## src/rtl/core/pfd_pkg.sv

```systemverilog
`default_nettype none
// ----------------------------------------------------------------------------
// pfd_pkg
// Shared widths, register indexes and types of the posit field decoder.
// ----------------------------------------------------------------------------
package pfd_pkg;

   // Field widths of the request and response items
   localparam int WORD_BITS = 64;
   localparam int WW_BITS   = 7;
   localparam int ES_BITS   = 5;
   localparam int RS_BITS   = 6;
   localparam int K_BITS    = 7;
   localparam int EV_BITS   = 16;
   localparam int FS_BITS   = 6;
   localparam int FB_BITS   = 61;

   // Configuration port
   localparam int CSR_ADDR_BITS = 3;
   localparam int CSR_DATA_BITS = 32;

   localparam logic CSR_WORD_WIDTH = 1'b0;
   localparam logic CSR_EXP_WIDTH  = 1'b1;

   localparam logic [WW_BITS-1:0] WW_RESET = 7'd32;
   localparam logic [ES_BITS-1:0] ES_RESET = 5'd8;
   localparam logic [ES_BITS-1:0] ES_LIMIT = 5'd16;

   // Word classification that travels down the pipe
   typedef struct packed {
      logic neg;
      logic zero;
      logic nar;
      logic rsign;
   } pfd_flags_type;

endpackage : pfd_pkg
`default_nettype wire

```

## src/rtl/core/pfd_if.sv

```systemverilog
`default_nettype none
// ----------------------------------------------------------------------------
// pfd_req_if / pfd_rsp_if
// Valid/ready channels of the posit field decoder.
// ----------------------------------------------------------------------------
interface pfd_req_if;
   logic                          valid;
   logic                          ready;
   logic [pfd_pkg::WORD_BITS-1:0] posit_word;

   modport source (output valid, output posit_word, input ready);
   modport sink   (input valid, input posit_word, output ready);
endinterface : pfd_req_if

interface pfd_rsp_if;
   logic                              valid;
   logic                              ready;
   logic                              sign;
   logic                              is_zero;
   logic                              is_nar;
   logic [pfd_pkg::RS_BITS-1:0]       regime_size;
   logic signed [pfd_pkg::K_BITS-1:0] regime_value;
   logic [pfd_pkg::ES_BITS-1:0]       exponent_size;
   logic [pfd_pkg::EV_BITS-1:0]       exponent_value;
   logic [pfd_pkg::FS_BITS-1:0]       fraction_size;
   logic [pfd_pkg::FB_BITS-1:0]       fraction_bits;

   modport source (output valid, output sign, output is_zero, output is_nar,
                   output regime_size, output regime_value, output exponent_size,
                   output exponent_value, output fraction_size, output fraction_bits,
                   input ready);
   modport sink   (input valid, input sign, input is_zero, input is_nar,
                   input regime_size, input regime_value, input exponent_size,
                   input exponent_value, input fraction_size, input fraction_bits,
                   output ready);
endinterface : pfd_rsp_if
`default_nettype wire

```

## src/rtl/core/pfd_front.sv

```systemverilog
`default_nettype none
// ----------------------------------------------------------------------------
// pfd_front
// Stages 1-2: mask and sign-correct the word, then left-align the regime
// with a stop bit so that a plain leading-zero count measures the run.
// ----------------------------------------------------------------------------
module pfd_front #(
   parameter int DW = 64
) (
   input  wire logic                          clock,
   input  wire logic                          reset,
   input  wire logic [pfd_pkg::WW_BITS-1:0]   n,
   input  wire logic                          in_valid,
   output logic                               in_ready,
   input  wire logic [DW-1:0]                 in_word,
   output logic                               out_valid,
   input  wire logic                          out_ready,
   output logic [DW-1:0]                      out_sb,
   output logic [DW-1:0]                      out_run,
   output pfd_pkg::pfd_flags_type             out_flags
);
   import pfd_pkg::*;

   localparam logic [WW_BITS-1:0] DW_W   = WW_BITS'(DW);
   localparam logic [WW_BITS-1:0] DW_W1  = WW_BITS'(DW + 1);
   localparam logic [DW-1:0]      ONES   = {DW{1'b1}};
   localparam logic [DW-1:0]      ONE    = {{(DW-1){1'b0}}, 1'b1};

   logic                 s1_v_ff, s2_v_ff;
   logic                 s1_rdy, s2_rdy;
   logic [DW-1:0]        s1_sb_ff, s1_sb_in;
   pfd_flags_type        s1_fl_ff, s1_fl_in;
   logic [DW-1:0]        s2_sb_ff;
   logic [DW-1:0]        s2_run_ff, s2_run_in;
   pfd_flags_type        s2_fl_ff, s2_fl_in;

   logic [DW-1:0]        mask, top, word;
   logic [WW_BITS-1:0]   sh;
   logic [DW-1:0]        aligned;

   // Handshake: a stage moves when it is empty or its successor moves
   assign s2_rdy    = !s2_v_ff || out_ready;
   assign s1_rdy    = !s1_v_ff || s2_rdy;
   assign in_ready  = s1_rdy;
   assign out_valid = s2_v_ff;
   assign out_sb    = s2_sb_ff;
   assign out_run   = s2_run_ff;
   assign out_flags = s2_fl_ff;

   // Stage 1: mask to n bits, classify, two's-complement negative words
   always_comb begin
      mask  = ONES >> (DW_W - n);
      top   = ONE << (n - 7'd1);
      word  = in_word & mask;
      s1_fl_in.neg   = |(word & top);
      s1_fl_in.zero  = (word == '0);
      s1_fl_in.nar   = (word == top);
      s1_fl_in.rsign = 1'b0;
      if (s1_fl_in.neg) begin
         s1_sb_in = ((~word + ONE) & mask) | top;
      end else begin
         s1_sb_in = word;
      end
   end

   // Stage 2: move bit n-2 to the top, fold the run to zeros, plant stop bit
   always_comb begin
      sh             = DW_W1 - n;
      aligned        = s1_sb_ff << sh;
      s2_fl_in       = s1_fl_ff;
      s2_fl_in.rsign = aligned[DW-1];
      s2_run_in      = (aligned[DW-1] ? ~aligned : aligned) | (ONE << sh);
   end

   always_ff @(posedge clock) begin
      if (reset) begin
         s1_v_ff <= 1'b0;
         s2_v_ff <= 1'b0;
      end else begin
         if (s1_rdy) begin
            s1_v_ff <= in_valid;
         end
         if (s2_rdy) begin
            s2_v_ff <= s1_v_ff;
         end
      end
      if (s1_rdy) begin
         s1_sb_ff <= s1_sb_in;
         s1_fl_ff <= s1_fl_in;
      end
      if (s2_rdy) begin
         s2_sb_ff  <= s1_sb_ff;
         s2_run_ff <= s2_run_in;
         s2_fl_ff  <= s2_fl_in;
      end
   end

endmodule : pfd_front
`default_nettype wire

```

## src/rtl/core/pfd_regime.sv

```systemverilog
`default_nettype none
// ----------------------------------------------------------------------------
// pfd_regime
// Stages 3-4: count the regime run, then size the exponent and fraction
// fields and form the regime value k.
// ----------------------------------------------------------------------------
module pfd_regime #(
   parameter int DW = 64
) (
   input  wire logic                          clock,
   input  wire logic                          reset,
   input  wire logic [pfd_pkg::WW_BITS-1:0]   n,
   input  wire logic [pfd_pkg::ES_BITS-1:0]   esm,
   input  wire logic                          in_valid,
   output logic                               in_ready,
   input  wire logic [DW-1:0]                 in_sb,
   input  wire logic [DW-1:0]                 in_run,
   input  wire pfd_pkg::pfd_flags_type        in_flags,
   output logic                               out_valid,
   input  wire logic                          out_ready,
   output logic [DW-1:0]                      out_sb,
   output pfd_pkg::pfd_flags_type             out_flags,
   output logic [pfd_pkg::RS_BITS-1:0]        out_rs,
   output logic [pfd_pkg::K_BITS-1:0]         out_k,
   output logic [pfd_pkg::ES_BITS-1:0]        out_es,
   output logic [pfd_pkg::FS_BITS-1:0]        out_fs
);
   import pfd_pkg::*;

   localparam int LW = $clog2(DW);

   logic                 s3_v_ff, s4_v_ff;
   logic                 s3_rdy, s4_rdy;
   logic [DW-1:0]        s3_sb_ff, s4_sb_ff;
   pfd_flags_type        s3_fl_ff, s4_fl_ff;
   logic [RS_BITS-1:0]   s3_rs_ff, s3_rs_in;
   logic [RS_BITS-1:0]   s4_rs_ff;
   logic [K_BITS-1:0]    s4_k_ff, s4_k_in;
   logic [ES_BITS-1:0]   s4_es_ff, s4_es_in;
   logic [FS_BITS-1:0]   s4_fs_ff, s4_fs_in;

   logic [LW-1:0]        lz;
   logic [WW_BITS-1:0]   rs_w, avail, fs_w;

   assign s4_rdy    = !s4_v_ff || out_ready;
   assign s3_rdy    = !s3_v_ff || s4_rdy;
   assign in_ready  = s3_rdy;
   assign out_valid = s4_v_ff;
   assign out_sb    = s4_sb_ff;
   assign out_flags = s4_fl_ff;
   assign out_rs    = s4_rs_ff;
   assign out_k     = s4_k_ff;
   assign out_es    = s4_es_ff;
   assign out_fs    = s4_fs_ff;

   // Stage 3: leading-zero count; the stop bit bounds it at n-2
   always_comb begin
      lz = '0;
      for (int i = 0; i < DW; i++) begin
         if (in_run[i]) begin
            lz = LW'(DW - 1 - i);
         end
      end
      s3_rs_in = RS_BITS'(lz) + 6'd1;
   end

   // Stage 4: field sizes and regime value
   always_comb begin
      rs_w  = {1'b0, s3_rs_ff};
      avail = n - 7'd1 - rs_w;
      if (avail > {2'b00, esm}) begin
         s4_es_in = esm;
      end else begin
         s4_es_in = avail[ES_BITS-1:0];
      end
      fs_w     = avail - {2'b00, s4_es_in};
      s4_fs_in = fs_w[FS_BITS-1:0];
      if (s3_fl_ff.zero || s3_fl_ff.nar) begin
         s4_k_in = 7'd0 - rs_w;
      end else if (s3_fl_ff.rsign) begin
         // run fills every bit below the sign: k is the run length minus one
         if (rs_w == n - 7'd1 && s3_sb_ff[0]) begin
            s4_k_in = rs_w - 7'd1;
         end else begin
            s4_k_in = rs_w - 7'd2;
         end
      end else begin
         s4_k_in = 7'd1 - rs_w;
      end
   end

   always_ff @(posedge clock) begin
      if (reset) begin
         s3_v_ff <= 1'b0;
         s4_v_ff <= 1'b0;
      end else begin
         if (s3_rdy) begin
            s3_v_ff <= in_valid;
         end
         if (s4_rdy) begin
            s4_v_ff <= s3_v_ff;
         end
      end
      if (s3_rdy) begin
         s3_sb_ff <= in_sb;
         s3_fl_ff <= in_flags;
         s3_rs_ff <= s3_rs_in;
      end
      if (s4_rdy) begin
         s4_sb_ff <= s3_sb_ff;
         s4_fl_ff <= s3_fl_ff;
         s4_rs_ff <= s3_rs_ff;
         s4_k_ff  <= s4_k_in;
         s4_es_ff <= s4_es_in;
         s4_fs_ff <= s4_fs_in;
      end
   end

endmodule : pfd_regime
`default_nettype wire

```

## src/rtl/core/pfd_extract.sv

```systemverilog
`default_nettype none
// ----------------------------------------------------------------------------
// pfd_extract
// Stages 5-6: split off the fraction, then cut and left-align the exponent.
// Stage 6 is the output register of the block.
// ----------------------------------------------------------------------------
module pfd_extract #(
   parameter int DW = 64
) (
   input  wire logic                          clock,
   input  wire logic                          reset,
   input  wire logic [pfd_pkg::ES_BITS-1:0]   esm,
   input  wire logic                          in_valid,
   output logic                               in_ready,
   input  wire logic [DW-1:0]                 in_sb,
   input  wire pfd_pkg::pfd_flags_type        in_flags,
   input  wire logic [pfd_pkg::RS_BITS-1:0]   in_rs,
   input  wire logic [pfd_pkg::K_BITS-1:0]    in_k,
   input  wire logic [pfd_pkg::ES_BITS-1:0]   in_es,
   input  wire logic [pfd_pkg::FS_BITS-1:0]   in_fs,
   pfd_rsp_if.source                          rsp
);
   import pfd_pkg::*;

   localparam logic [DW-1:0] ONES = {DW{1'b1}};

   logic                 s5_v_ff, s6_v_ff;
   logic                 s5_rdy, s6_rdy;
   pfd_flags_type        s5_fl_ff, s6_fl_ff;
   logic [RS_BITS-1:0]   s5_rs_ff, s6_rs_ff;
   logic [K_BITS-1:0]    s5_k_ff, s6_k_ff;
   logic [ES_BITS-1:0]   s5_es_ff, s6_es_ff;
   logic [FS_BITS-1:0]   s5_fs_ff, s6_fs_ff;
   logic [DW-1:0]        s5_fb_ff, s5_fb_in;
   logic [DW-1:0]        s5_hi_ff, s5_hi_in;
   logic [FB_BITS-1:0]   s6_fb_ff;
   logic [EV_BITS-1:0]   s6_ev_ff, s6_ev_in;

   logic [WORD_BITS-1:0] fb_wide, hi_wide;
   logic [EV_BITS:0]     ev_mask;

   assign s6_rdy   = !s6_v_ff || rsp.ready;
   assign s5_rdy   = !s5_v_ff || s6_rdy;
   assign in_ready = s5_rdy;

   // Stage 5: fraction is the low fs bits; drop them from the rest
   always_comb begin
      s5_fb_in = in_sb & ~(ONES << in_fs);
      s5_hi_in = in_sb >> in_fs;
   end

   // Stage 6: keep es exponent bits, pad truncated ones with zeros
   always_comb begin
      fb_wide  = WORD_BITS'(s5_fb_ff);
      hi_wide  = WORD_BITS'(s5_hi_ff);
      ev_mask  = (17'd1 << s5_es_ff) - 17'd1;
      s6_ev_in = (hi_wide[EV_BITS-1:0] & ev_mask[EV_BITS-1:0]) << (esm - s5_es_ff);
   end

   always_ff @(posedge clock) begin
      if (reset) begin
         s5_v_ff <= 1'b0;
         s6_v_ff <= 1'b0;
      end else begin
         if (s5_rdy) begin
            s5_v_ff <= in_valid;
         end
         if (s6_rdy) begin
            s6_v_ff <= s5_v_ff;
         end
      end
      if (s5_rdy) begin
         s5_fl_ff <= in_flags;
         s5_rs_ff <= in_rs;
         s5_k_ff  <= in_k;
         s5_es_ff <= in_es;
         s5_fs_ff <= in_fs;
         s5_fb_ff <= s5_fb_in;
         s5_hi_ff <= s5_hi_in;
      end
      if (s6_rdy) begin
         s6_fl_ff <= s5_fl_ff;
         s6_rs_ff <= s5_rs_ff;
         s6_k_ff  <= s5_k_ff;
         s6_es_ff <= s5_es_ff;
         s6_fs_ff <= s5_fs_ff;
         s6_fb_ff <= fb_wide[FB_BITS-1:0];
         s6_ev_ff <= s6_ev_in;
      end
   end

   // Drive the response channel from the output register
   assign rsp.valid          = s6_v_ff;
   assign rsp.sign           = s6_fl_ff.neg;
   assign rsp.is_zero        = s6_fl_ff.zero;
   assign rsp.is_nar         = s6_fl_ff.nar;
   assign rsp.regime_size    = s6_rs_ff;
   assign rsp.regime_value   = $signed(s6_k_ff);
   assign rsp.exponent_size  = s6_es_ff;
   assign rsp.exponent_value = s6_ev_ff;
   assign rsp.fraction_size  = s6_fs_ff;
   assign rsp.fraction_bits  = s6_fb_ff;

endmodule : pfd_extract
`default_nettype wire

```

## src/rtl/core/posit_field_decoder.sv

```systemverilog
`default_nettype none
// ----------------------------------------------------------------------------
// posit_field_decoder
// A request passes through six register stages, s1 to s6, on its way to the response.
// Throughput: one request per cycle; a stalled response holds the pipe in place.
// Reset (synchronous, active high) empties the pipe and sets word_width to 32
// and exponent_width to 8.
// Splits a posit word of configurable width into sign, regime, exponent and
// fraction fields.
// ----------------------------------------------------------------------------
module posit_field_decoder #(
   parameter int MAX_WIDTH = 64
) (
   input  wire logic                                clock,
   input  wire logic                                reset,
   pfd_req_if.sink                                  req,
   pfd_rsp_if.source                                rsp,
   input  wire logic                                psel,
   input  wire logic                                penable,
   input  wire logic                                pwrite,
   input  wire logic [pfd_pkg::CSR_ADDR_BITS-1:0]   paddr,
   input  wire logic [pfd_pkg::CSR_DATA_BITS-1:0]   pwdata,
   output logic [pfd_pkg::CSR_DATA_BITS-1:0]        prdata,
   output logic                                     pready
);
   import pfd_pkg::*;

   localparam logic [WW_BITS-1:0] MAX_W = WW_BITS'(MAX_WIDTH);

   logic [WW_BITS-1:0]   ww_ff;
   logic [ES_BITS-1:0]   es_ff, es_in;
   logic                 wr_en;
   logic                 reg_sel;
   logic [WW_BITS-1:0]   n;

   logic                 f_valid, f_ready;
   logic [MAX_WIDTH-1:0] f_sb, f_run;
   pfd_flags_type        f_flags;

   logic                 r_valid, r_ready;
   logic [MAX_WIDTH-1:0] r_sb;
   pfd_flags_type        r_flags;
   logic [RS_BITS-1:0]   r_rs;
   logic [K_BITS-1:0]    r_k;
   logic [ES_BITS-1:0]   r_es;
   logic [FS_BITS-1:0]   r_fs;

   // Register port
   assign pready  = 1'b1;
   assign wr_en   = psel && penable && pwrite;
   assign reg_sel = paddr[2];
   assign es_in   = (pwdata[ES_BITS-1:0] > ES_LIMIT) ? ES_LIMIT : pwdata[ES_BITS-1:0];

   always_ff @(posedge clock) begin
      if (reset) begin
         ww_ff <= WW_RESET;
         es_ff <= ES_RESET;
      end else if (wr_en) begin
         unique case (reg_sel)
            CSR_WORD_WIDTH: ww_ff <= pwdata[WW_BITS-1:0];
            CSR_EXP_WIDTH:  es_ff <= es_in;
            default:        ;
         endcase
      end
   end

   always_comb begin
      unique case (reg_sel)
         CSR_WORD_WIDTH: prdata = CSR_DATA_BITS'(ww_ff);
         CSR_EXP_WIDTH:  prdata = CSR_DATA_BITS'(es_ff);
         default:        prdata = '0;
      endcase
   end

   // Clamp the width into the supported range
   always_comb begin
      if (ww_ff < 7'd2) begin
         n = 7'd2;
      end else if (ww_ff > MAX_W) begin
         n = MAX_W;
      end else begin
         n = ww_ff;
      end
   end

   pfd_front #(.DW(MAX_WIDTH)) u_front (
      .clock     (clock),
      .reset     (reset),
      .n         (n),
      .in_valid  (req.valid),
      .in_ready  (req.ready),
      .in_word   (req.posit_word[MAX_WIDTH-1:0]),
      .out_valid (f_valid),
      .out_ready (f_ready),
      .out_sb    (f_sb),
      .out_run   (f_run),
      .out_flags (f_flags)
   );

   pfd_regime #(.DW(MAX_WIDTH)) u_regime (
      .clock     (clock),
      .reset     (reset),
      .n         (n),
      .esm       (es_ff),
      .in_valid  (f_valid),
      .in_ready  (f_ready),
      .in_sb     (f_sb),
      .in_run    (f_run),
      .in_flags  (f_flags),
      .out_valid (r_valid),
      .out_ready (r_ready),
      .out_sb    (r_sb),
      .out_flags (r_flags),
      .out_rs    (r_rs),
      .out_k     (r_k),
      .out_es    (r_es),
      .out_fs    (r_fs)
   );

   pfd_extract #(.DW(MAX_WIDTH)) u_extract (
      .clock    (clock),
      .reset    (reset),
      .esm      (es_ff),
      .in_valid (r_valid),
      .in_ready (r_ready),
      .in_sb    (r_sb),
      .in_flags (r_flags),
      .in_rs    (r_rs),
      .in_k     (r_k),
      .in_es    (r_es),
      .in_fs    (r_fs),
      .rsp      (rsp)
   );

endmodule : posit_field_decoder
`default_nettype wire

```

## src/flat_wrapper.sv

```systemverilog
// flat-port wrapper written by rule: the top's interface ports become plain ports
module posit_field_decoder_flat import pfd_pkg::*;
#(
   parameter int MAX_WIDTH = 64
)
  (clock, reset, psel, penable, pwrite, paddr, pwdata, prdata, pready, req_valid, req_posit_word, req_ready, rsp_valid, rsp_sign, rsp_is_zero, rsp_is_nar, rsp_regime_size, rsp_regime_value, rsp_exponent_size, rsp_exponent_value, rsp_fraction_size, rsp_fraction_bits, rsp_ready);
  pfd_req_if req_i ();
  pfd_rsp_if rsp_i ();
  input  wire logic clock;
  input  wire logic reset;
  input  wire logic psel;
  input  wire logic penable;
  input  wire logic pwrite;
  input  wire logic [pfd_pkg::CSR_ADDR_BITS-1:0] paddr;
  input  wire logic [pfd_pkg::CSR_DATA_BITS-1:0] pwdata;
  output logic [pfd_pkg::CSR_DATA_BITS-1:0] prdata;
  output logic pready;
  input wire logic [$bits(req_i.valid)-1:0] req_valid;
  input wire logic [$bits(req_i.posit_word)-1:0] req_posit_word;
  output wire logic [$bits(req_i.ready)-1:0] req_ready;
  output wire logic [$bits(rsp_i.valid)-1:0] rsp_valid;
  output wire logic [$bits(rsp_i.sign)-1:0] rsp_sign;
  output wire logic [$bits(rsp_i.is_zero)-1:0] rsp_is_zero;
  output wire logic [$bits(rsp_i.is_nar)-1:0] rsp_is_nar;
  output wire logic [$bits(rsp_i.regime_size)-1:0] rsp_regime_size;
  output wire logic [$bits(rsp_i.regime_value)-1:0] rsp_regime_value;
  output wire logic [$bits(rsp_i.exponent_size)-1:0] rsp_exponent_size;
  output wire logic [$bits(rsp_i.exponent_value)-1:0] rsp_exponent_value;
  output wire logic [$bits(rsp_i.fraction_size)-1:0] rsp_fraction_size;
  output wire logic [$bits(rsp_i.fraction_bits)-1:0] rsp_fraction_bits;
  input wire logic [$bits(rsp_i.ready)-1:0] rsp_ready;
  assign req_i.valid = req_valid;
  assign req_i.posit_word = req_posit_word;
  assign req_ready = req_i.ready;
  assign rsp_valid = rsp_i.valid;
  assign rsp_sign = rsp_i.sign;
  assign rsp_is_zero = rsp_i.is_zero;
  assign rsp_is_nar = rsp_i.is_nar;
  assign rsp_regime_size = rsp_i.regime_size;
  assign rsp_regime_value = rsp_i.regime_value;
  assign rsp_exponent_size = rsp_i.exponent_size;
  assign rsp_exponent_value = rsp_i.exponent_value;
  assign rsp_fraction_size = rsp_i.fraction_size;
  assign rsp_fraction_bits = rsp_i.fraction_bits;
  assign rsp_i.ready = rsp_ready;
  posit_field_decoder #(.MAX_WIDTH(MAX_WIDTH)) u_core (.clock(clock), .reset(reset), .req(req_i), .rsp(rsp_i), .psel(psel), .penable(penable), .pwrite(pwrite), .paddr(paddr), .pwdata(pwdata), .prdata(prdata), .pready(pready));
endmodule
```

## config.mk

```make
export PLATFORM = sky130hd
export DESIGN_NAME = posit_field_decoder_flat
export DESIGN_NICKNAME = d
export VERILOG_FILES = /design/src/rtl/core/pfd_pkg.sv /design/src/rtl/core/pfd_if.sv /design/src/rtl/core/pfd_front.sv /design/src/rtl/core/pfd_regime.sv /design/src/rtl/core/pfd_extract.sv /design/src/rtl/core/posit_field_decoder.sv /design/src/flat_wrapper.sv
export SDC_FILE = /design/constraint.sdc
export NUM_CORES = 1
export LEC_CHECK = 0
export BUFFER_PORTS_ARGS = -buffer_cell sky130_fd_sc_hd__buf_4
export CAP_MARGIN = 15
export CORE_MARGIN = 2
export CORE_UTILIZATION = 55
export DETAILED_ROUTE_END_ITERATION = 10
export HOLD_SLACK_MARGIN = 0.15
export PLACE_DENSITY = 0.73
export RECOVER_POWER = 100
export SYNTH_ARGS = -nofsm -noshare
export SYNTH_HDL_FRONTEND = slang
export SYNTH_SLANG_ARGS = --single-unit
```

## constraint.sdc

```tcl
create_clock -name clock -period 16.3 [get_ports clock]
set_input_delay 3.26 -clock clock [delete_from_list [all_inputs] [get_ports clock]]
set_output_delay 3.26 -clock clock [all_outputs]
set_load 0.05 [all_outputs]
```

* Yosys cells after proc, flatten, opt, wreduce, memory -nomap -nowiden
Index checks and enable logic that the tools add are counted.
** Cells by class
- $add $sub $neg :: 13
- Order comparisons :: 4
- Equal/unequal tests :: 2
- Shifts and indexed selects :: 8
- Muxes and demuxes :: 74
- Bitwise gates (word level) :: 11
- Reduce and logical (&&, ||, !) cells :: 20
** Operator list (number)
- $mux W6 :: 64
- $and A64 B64 Y64 :: 3
- $mux W64 :: 2
- $not A64 Y64 :: 2
- $or A64 B64 Y64 :: 2
- $shl A1 B7 Y64 const A :: 2
- $add A64 B1 Y64 const B :: 1
- $eq A64 B64 Y1 :: 1
- $logic_not A64 Y1 :: 1
- $pmux W32 S2 :: 1
- $reduce_or A64 Y1 :: 1
- $shl A64 B6 Y61 const A :: 1
- $shl A64 B7 Y64 :: 1
- $shr A64 B6 Y16 :: 1
- $shr A64 B7 Y64 const A :: 1
- $and A61 B61 Y61 :: 1
- $not A61 Y61 :: 1
- $mux W7 :: 5
- $and A16 B16 Y16 :: 1
- $shl A1 B5 Y16 const A :: 1
- $shl A16 B5 Y16 :: 1
- $sub A16 B1 Y16 const B :: 1
- $sub A1 B6 Y7 const A :: 2
- $sub A7 B7 Y7 const A :: 2
- 18 further kinds :: 33
** Storage, ports and cells
- Register bits :: 590
- Input bits :: 106
- Logic and storage cells :: 182

* Logic depth before layout (Yosys ltp)
- Depth in word-level cells :: 65
- Depth in mapped cells :: 33
- Depth with buffers taken out :: 26

* Cells and area by module
A second synthesis with hierarchy kept.
** Second synthesis, totals
- Cells, all modules :: 3127
- Area, all modules :: 35614.2 µm²
** Modules (own cells, without submodules)
- pfd_front :: instances 1, cells each 1700, area each 16170.5 µm²
- pfd_extract :: instances 1, cells each 857, area each 11612.4 µm²
- pfd_regime :: instances 1, cells each 478, area each 7029.2 µm²
- posit_field_decoder :: instances 1, cells each 92, area each 802.0 µm²

* Worst setup path after synthesis
Ideal clock, no wire load.
- Kind :: input to output
- Start point :: in rsp_ready
- End point :: out req_ready
- Arrival :: 6.147 ns
- Required time :: 13.040 ns
- Path slack :: 6.893 ns
- Cell stages on the path :: 4
- Cells stage by stage :: nor2b_1 and3_1 clkbuf_1 nand4_1
** On the way
- Word-level cells in the longest chain between the ends :: 6
** Ends and longest elaborated chain
- from (decl) :: RTL line flat_wrapper.sv:31 : input wire logic [$bits(rsp_i.ready)-1:0] rsp_ready;
- $logic_or A1 B1 Y1 :: RTL line pfd_extract.sv:42 : assign s6_rdy = !s6_v_ff || rsp.ready;
- $logic_or A1 B1 Y1 :: RTL line pfd_extract.sv:43 : assign s5_rdy = !s5_v_ff || s6_rdy;
- $logic_or A1 B1 Y1 :: RTL line pfd_regime.sv:45 : assign s4_rdy = !s4_v_ff || out_ready;
- $logic_or A1 B1 Y1 :: RTL line pfd_regime.sv:46 : assign s3_rdy = !s3_v_ff || s4_rdy;
- $logic_or A1 B1 Y1 :: RTL line pfd_front.sv:42 : assign s2_rdy = !s2_v_ff || out_ready;
- $logic_or A1 B1 Y1 :: RTL line pfd_front.sv:43 : assign s1_rdy = !s1_v_ff || s2_rdy;
- to (decl) :: RTL line flat_wrapper.sv:20 : output wire logic [$bits(req_i.ready)-1:0] req_ready;
Every way passes these cells.

* Worst setup path in the final report
- Start point :: reg u_core.ww_ff[3]
- End point :: reg u_core.u_front.s1_sb_ff[23], data pin
** On the way
- Word-level cells in the longest chain between the ends :: 11
- Elaborated cells between the ends (all ways) :: 16
- Those cells by class :: add/sub (3); order compare (2); shift (2); mux (3); bitwise (5); reduce/logical (1)
** Ends and longest elaborated chain
- from (decl) :: RTL line posit_field_decoder.sv:30 : logic [WW_BITS-1:0] ww_ff;
- from (signal assigned) :: RTL line posit_field_decoder.sv:60 : CSR_WORD_WIDTH: ww_ff <= pwdata[WW_BITS-1:0];
- $gt A7 B7 Y1 :: RTL line posit_field_decoder.sv:79 : end else if (ww_ff > MAX_W) begin
- $mux W7 :: RTL line posit_field_decoder.sv:79
- $mux W7 (*) :: RTL line posit_field_decoder.sv:77 : if (ww_ff < 7'd2) begin
- $sub A7 B7 Y7 :: RTL line pfd_front.sv:52 : mask = ONES >> (DW_W - n);
- $shr A64 B7 Y64 :: RTL line pfd_front.sv:52
- $and A64 B64 Y64 :: RTL line pfd_front.sv:54 : word = in_word & mask;
- $not A64 Y64 :: RTL line pfd_front.sv:60 : s1_sb_in = ((~word + ONE) & mask) | top;
- $add A64 B1 Y64 :: RTL line pfd_front.sv:60
- $and A64 B64 Y64 :: RTL line pfd_front.sv:60
- $or A64 B64 Y64 :: RTL line pfd_front.sv:60
- $mux W64 (*) :: RTL line pfd_front.sv:59 : if (s1_fl_in.neg) begin
- via u_core.u_front.s1_sb_in[23] :: RTL line pfd_front.sv:31 : logic [DW-1:0] s1_sb_ff, s1_sb_in;
- to (signal assigned) :: RTL line pfd_front.sv:88 : s1_sb_ff <= s1_sb_in;
- to (decl) :: RTL line pfd_front.sv:31
The timed path passes the listed nets; every way through them passes the cells marked *.
A chain may end at the register's enable or synchronous reset.

==> metrics.yaml <==
run_status:
  outcome: "complete, but fails checks"
  violations: "capacitance limit, slew limit"
setup_path:
  worstSetupPathType: "reg -> reg"
  cp.required_ps: 16650
  reg2reg_from: "u_core.ww_ff[3]$_SDFFE_PP0P_"
  path_max_fanout: 40
  cp.arrival_ps: 12440
  timing.rr.end: "u_core.u_front.s1_sb_ff[23]$_DFFE_PP_"
  end_kind: "flop"
  critPathTopFamily: "buffers and inverters"
  r2r_setup_slack_ps: 4210
  cpMaxStageDelayCell: "clkbuf_1"
  cp_cell_sequence: "or4_1, a21oi_4, clkbuf_1, inv_1, clkbuf_1, ha_1, or3b_1, o21ai_0, and3_1, inv_1, nor2_1, nand2_1, nor2_1, ha_1, nor4_1, nand4_1, nor4_1, inv_1, clkbuf_1, nand3_1, o2bb2ai_1"
  start_kind: "flop"
  cp_num_buf_inv: 6
  r2r_cells: 21
  slowest_delay_ps: 1690
timing:
  fmax_mhz: 82.7
  setup_tns_ps: 0
  tightest_slew_ps: 4640
  setup_viol: 0
  clock_skew_ps: 42.2
  period_share_pct: 74.1
  finalHoldViolations: 0
  max-slew-margin-rel_pct: -209
  period_needed_ps: 12090
  rsz0062_at_grt: "no"
  final_max_slew_viol_count: 968
detailed_routing:
  drt-initial-drc-count: 3215
  via_per_inst: 6.50
  drc: 0
  routed-via-count: 26300
  drt_pass1_iterations: 6
  wl_per_cell_um: 26.8
  wirelength_um: 109000
  ant_nets: 0
hold_path:
  hold_path_depth: 0
  worstHoldEndpoint: "u_core.u_regime.out_sb[14]$_DFFE_PP_"
  min_path_type: "reg -> reg"
  holdCritStartpoint: "u_core.u_regime.s3_sb_ff[14]$_DFFE_PP_"
logic_synthesis:
  yosys-top-cells-area: "edfxtp_1 49%, mux2i_1 7.8%, mux4_2 6.1%"
  syn_inst: 3042
  synth_top_area_share_pct: 49.3
  async_flop_share_pct: 0
  synth-edff-count: 572
  synth_ff_type: "edfxtp_1"
  synth-seq-cells: 590
  ys_seq_area_share_pct: 50.3
  syn_area_mm2: 0.0349
  synth_cell_types: 98
  avgSynthCellArea_um2: 11.5
  ys_warn_count: 0
  yosys.area.top_type: "edfxtp_1"
place:
  port_buffers: 191
  hpwl_um: 82400
  placed_cells: 3940
  gp_congestion: 1.03
cells_and_area:
  final_cells: 4049
  multi_input_area_mm2: 0.0161
  regArea_mm2: 0.0175
  layout-drive-gt1-share_pct: 11.3
  nNetsFinal: 3363
  area_delta_synth_final_pct: 9.63
  fillers: 5156
die:
  rows: 92
  start_util_pct: 55.5
  die_x_um: 256
  dieArea_mm2: 0.0654
  ioPinCount: 245
  die_h_um: 256
  core_mm2: 0.0629
clock_tree:
  ctsResizeCount: 0
  clock_path_buffers: 3
  clock_sinks: 590
  cts_inserted_buffers: 58
  clk_pin_slew_ps: 70
  clock_latency_ps: 630
  cts_htree_levels: 2
  hold_buffers: 0
  cts_tree: "done"
  clock-root-buffer: "clkbuf_16"
  post_cts_buffers: 0
global_route:
  grt_start_max_net_pins: 92
  use_met3_pct: 5.18
  grt_pass1_wl_um: 161000
  grt_overflow: 0
  grt_use_met2_pct: 52.8
  antenna_found_initial: 2
  track_usage_pct: 32.7
  grt_pass1_vias: 25200
  use_met1_pct: 43.1
  top_usage_layer: "met2"
power:
  p_int_mw: 4.10
  switching_share_pct: 40.9
  power.leakage_nw: 15.4
  peakVddDrop_mv: 0.132
  pwr-share-comb_pct: 43.3
  power.density_mw_per_mm2: 181
  finalPower_mw: 6.93
  power.switching_mw: 2.84
  p_seq_share_pct: 37.7
  pwr-share-clk_pct: 19.0
flow_run:
  max_cap_violations: 17
## metal layers
metal  up-vias  part of all wire, %  wire length (um)
li1      11700                    -                 -
met5         -                    0                 0
met3       310                  8.7              9510
met2      1551                   46             50500
met4         0                  6.0              6480
met1     12800                   39             42200
## how the worst max path moves through the flow
stage | to | cells past startpoint | start
5_1_grt | u_core.u_front.s1_sb_ff[55]$_DFFE_PP_ | 21 | u_core.ww_ff[3]$_SDFFE_PP0P_
2_1_floorplan | req_ready | 4 | rsp_ready
4_1_cts | u_core.u_front.s1_sb_ff[63]$_DFFE_PP_ | 21 | u_core.ww_ff[3]$_SDFFE_PP0P_
3_5_place_dp | req_ready | 6 | rsp_ready
3_3_place_gp | req_ready | 6 | rsp_ready
6_report | u_core.u_front.s1_sb_ff[23]$_DFFE_PP_ | 21 | u_core.ww_ff[3]$_SDFFE_PP0P_
## sequential cells by signal (all words and copies together), names as in the netlist, 16 cells and up
register,count
u_core.u_extract.fb_wide,61
u_core.u_extract.hi_wide,16
u_core.u_extract.rsp.exponent_value,16
u_core.u_extract.rsp.fraction_bits,61
u_core.u_front.out_run,64
u_core.u_front.out_sb,64
u_core.u_front.s1_sb_ff,64
u_core.u_regime.out_sb,64
u_core.u_regime.s3_sb_ff,64
## layout make-up
| type | instances | area share (%) |
|---|---|---|
| tap | 846 | 2.77 |
| antenna | 1 | 0.00655 |
| clock inverter | 43 | 1.10 |
| timing repair buffer | 238 | 3.38 |
| sequential | 590 | 45.9 |
| inverter | 97 | 0.959 |
| clock buffer | 64 | 3.86 |
| multi-input combinational | 2170 | 42.1 |
## cell usage in the layout, fill, tap and decap left out, types with 9 or more instances in the layout
| cell | instances |
|---|---|
| xnor2_1 | 112 |
| nand2b_1 | 21 |
| nor3_1 | 43 |
| a22oi_1 | 27 |
| nor2b_1 | 26 |
| xor2_1 | 35 |
| a211oi_1 | 24 |
| o32ai_1 | 9 |
| a21oi_1 | 188 |
| o2bb2ai_1 | 13 |
| o31a_1 | 9 |
| clkinv_2 | 11 |
| o21a_1 | 24 |
| conb_1 | 26 |
| nand4_1 | 18 |
| buf_4 | 105 |
| o31ai_1 | 22 |
| edfxtp_1 | 572 |
| nor2_1 | 244 |
| clkinv_1 | 10 |
| nor3b_1 | 14 |
| mux2i_1 | 272 |
| ha_1 | 98 |
| a31oi_1 | 44 |
| a21boi_0 | 20 |
| mux4_2 | 94 |
| a21o_1 | 16 |
| dfxtp_1 | 18 |
| and2_1 | 20 |
| and3_1 | 54 |
| mux2_2 | 18 |
| o21ai_0 | 95 |
| o22ai_1 | 37 |
| clkbuf_1 | 138 |
| nor4_1 | 58 |
| nand2_1 | 290 |
| nand3_1 | 47 |
| inv_1 | 90 |
| clkbuf_16 | 58 |
## synth_stat cells, types with 21 or more instances
master,n
clkbuf_1,113
nand2b_1,21
nor2_1,244
and2_1,23
o31ai_1,22
nor4_1,57
ha_1,99
buf_1,32
mux4_2,94
mux2i_1,272
and3_1,54
buf_4,36
nand2_1,291
nor3_1,44
a31oi_1,44
a21oi_1,188
a211oi_1,24
a22oi_1,27
o22ai_1,37
inv_1,90
nand3_1,47
edfxtp_1,572
xor2_1,35
o21a_1,24
o21ai_0,94
xnor2_1,114
nor2b_1,26
## power groups by stage
| stage | clock network [mW] | logic, mW | registers, mW |
|---|---|---|---|
| CTS | 1.34 | 3.00 | 2.61 |
| detailed placement | 0 | 2.98 | 2.64 |
| finish | 1.32 | 3.00 | 2.62 |
| global route | 1.40 | 3.19 | 2.66 |
| global placement | 0 | 2.94 | 2.62 |
| floorplan | 0 | 1.93 | 2.75 |
## cells by family (layout without fill, tap and decap cells)
family	after synthesis	count (layout)	share of synthesized area (%)
buffers and inverters	306	442	3.94
DFF	590	590	50.3
muxes	387	387	14.6
other	2	27	0.0215
AOI/OAI and AO/OA	618	618	11.5
xor gates and xnor gates	149	149	3.74
adders and majority gates	102	102	3.72
and+or+nand+nor	888	888	12.2
## stage by stage
step                hold WS, ps  setup WS (ps)  cell area [um2]  utilization, %
floorplan                   400           6890            35000               -
detailed placement          405           8280            36900            58.7
global placement            400           8300            36900            58.7
CTS                         381           8200            38800            61.7
global route                399           4180            38200            60.8
finish                      384           4210            38200            60.8
Note: power is estimated with default switching activity, not from simulation.
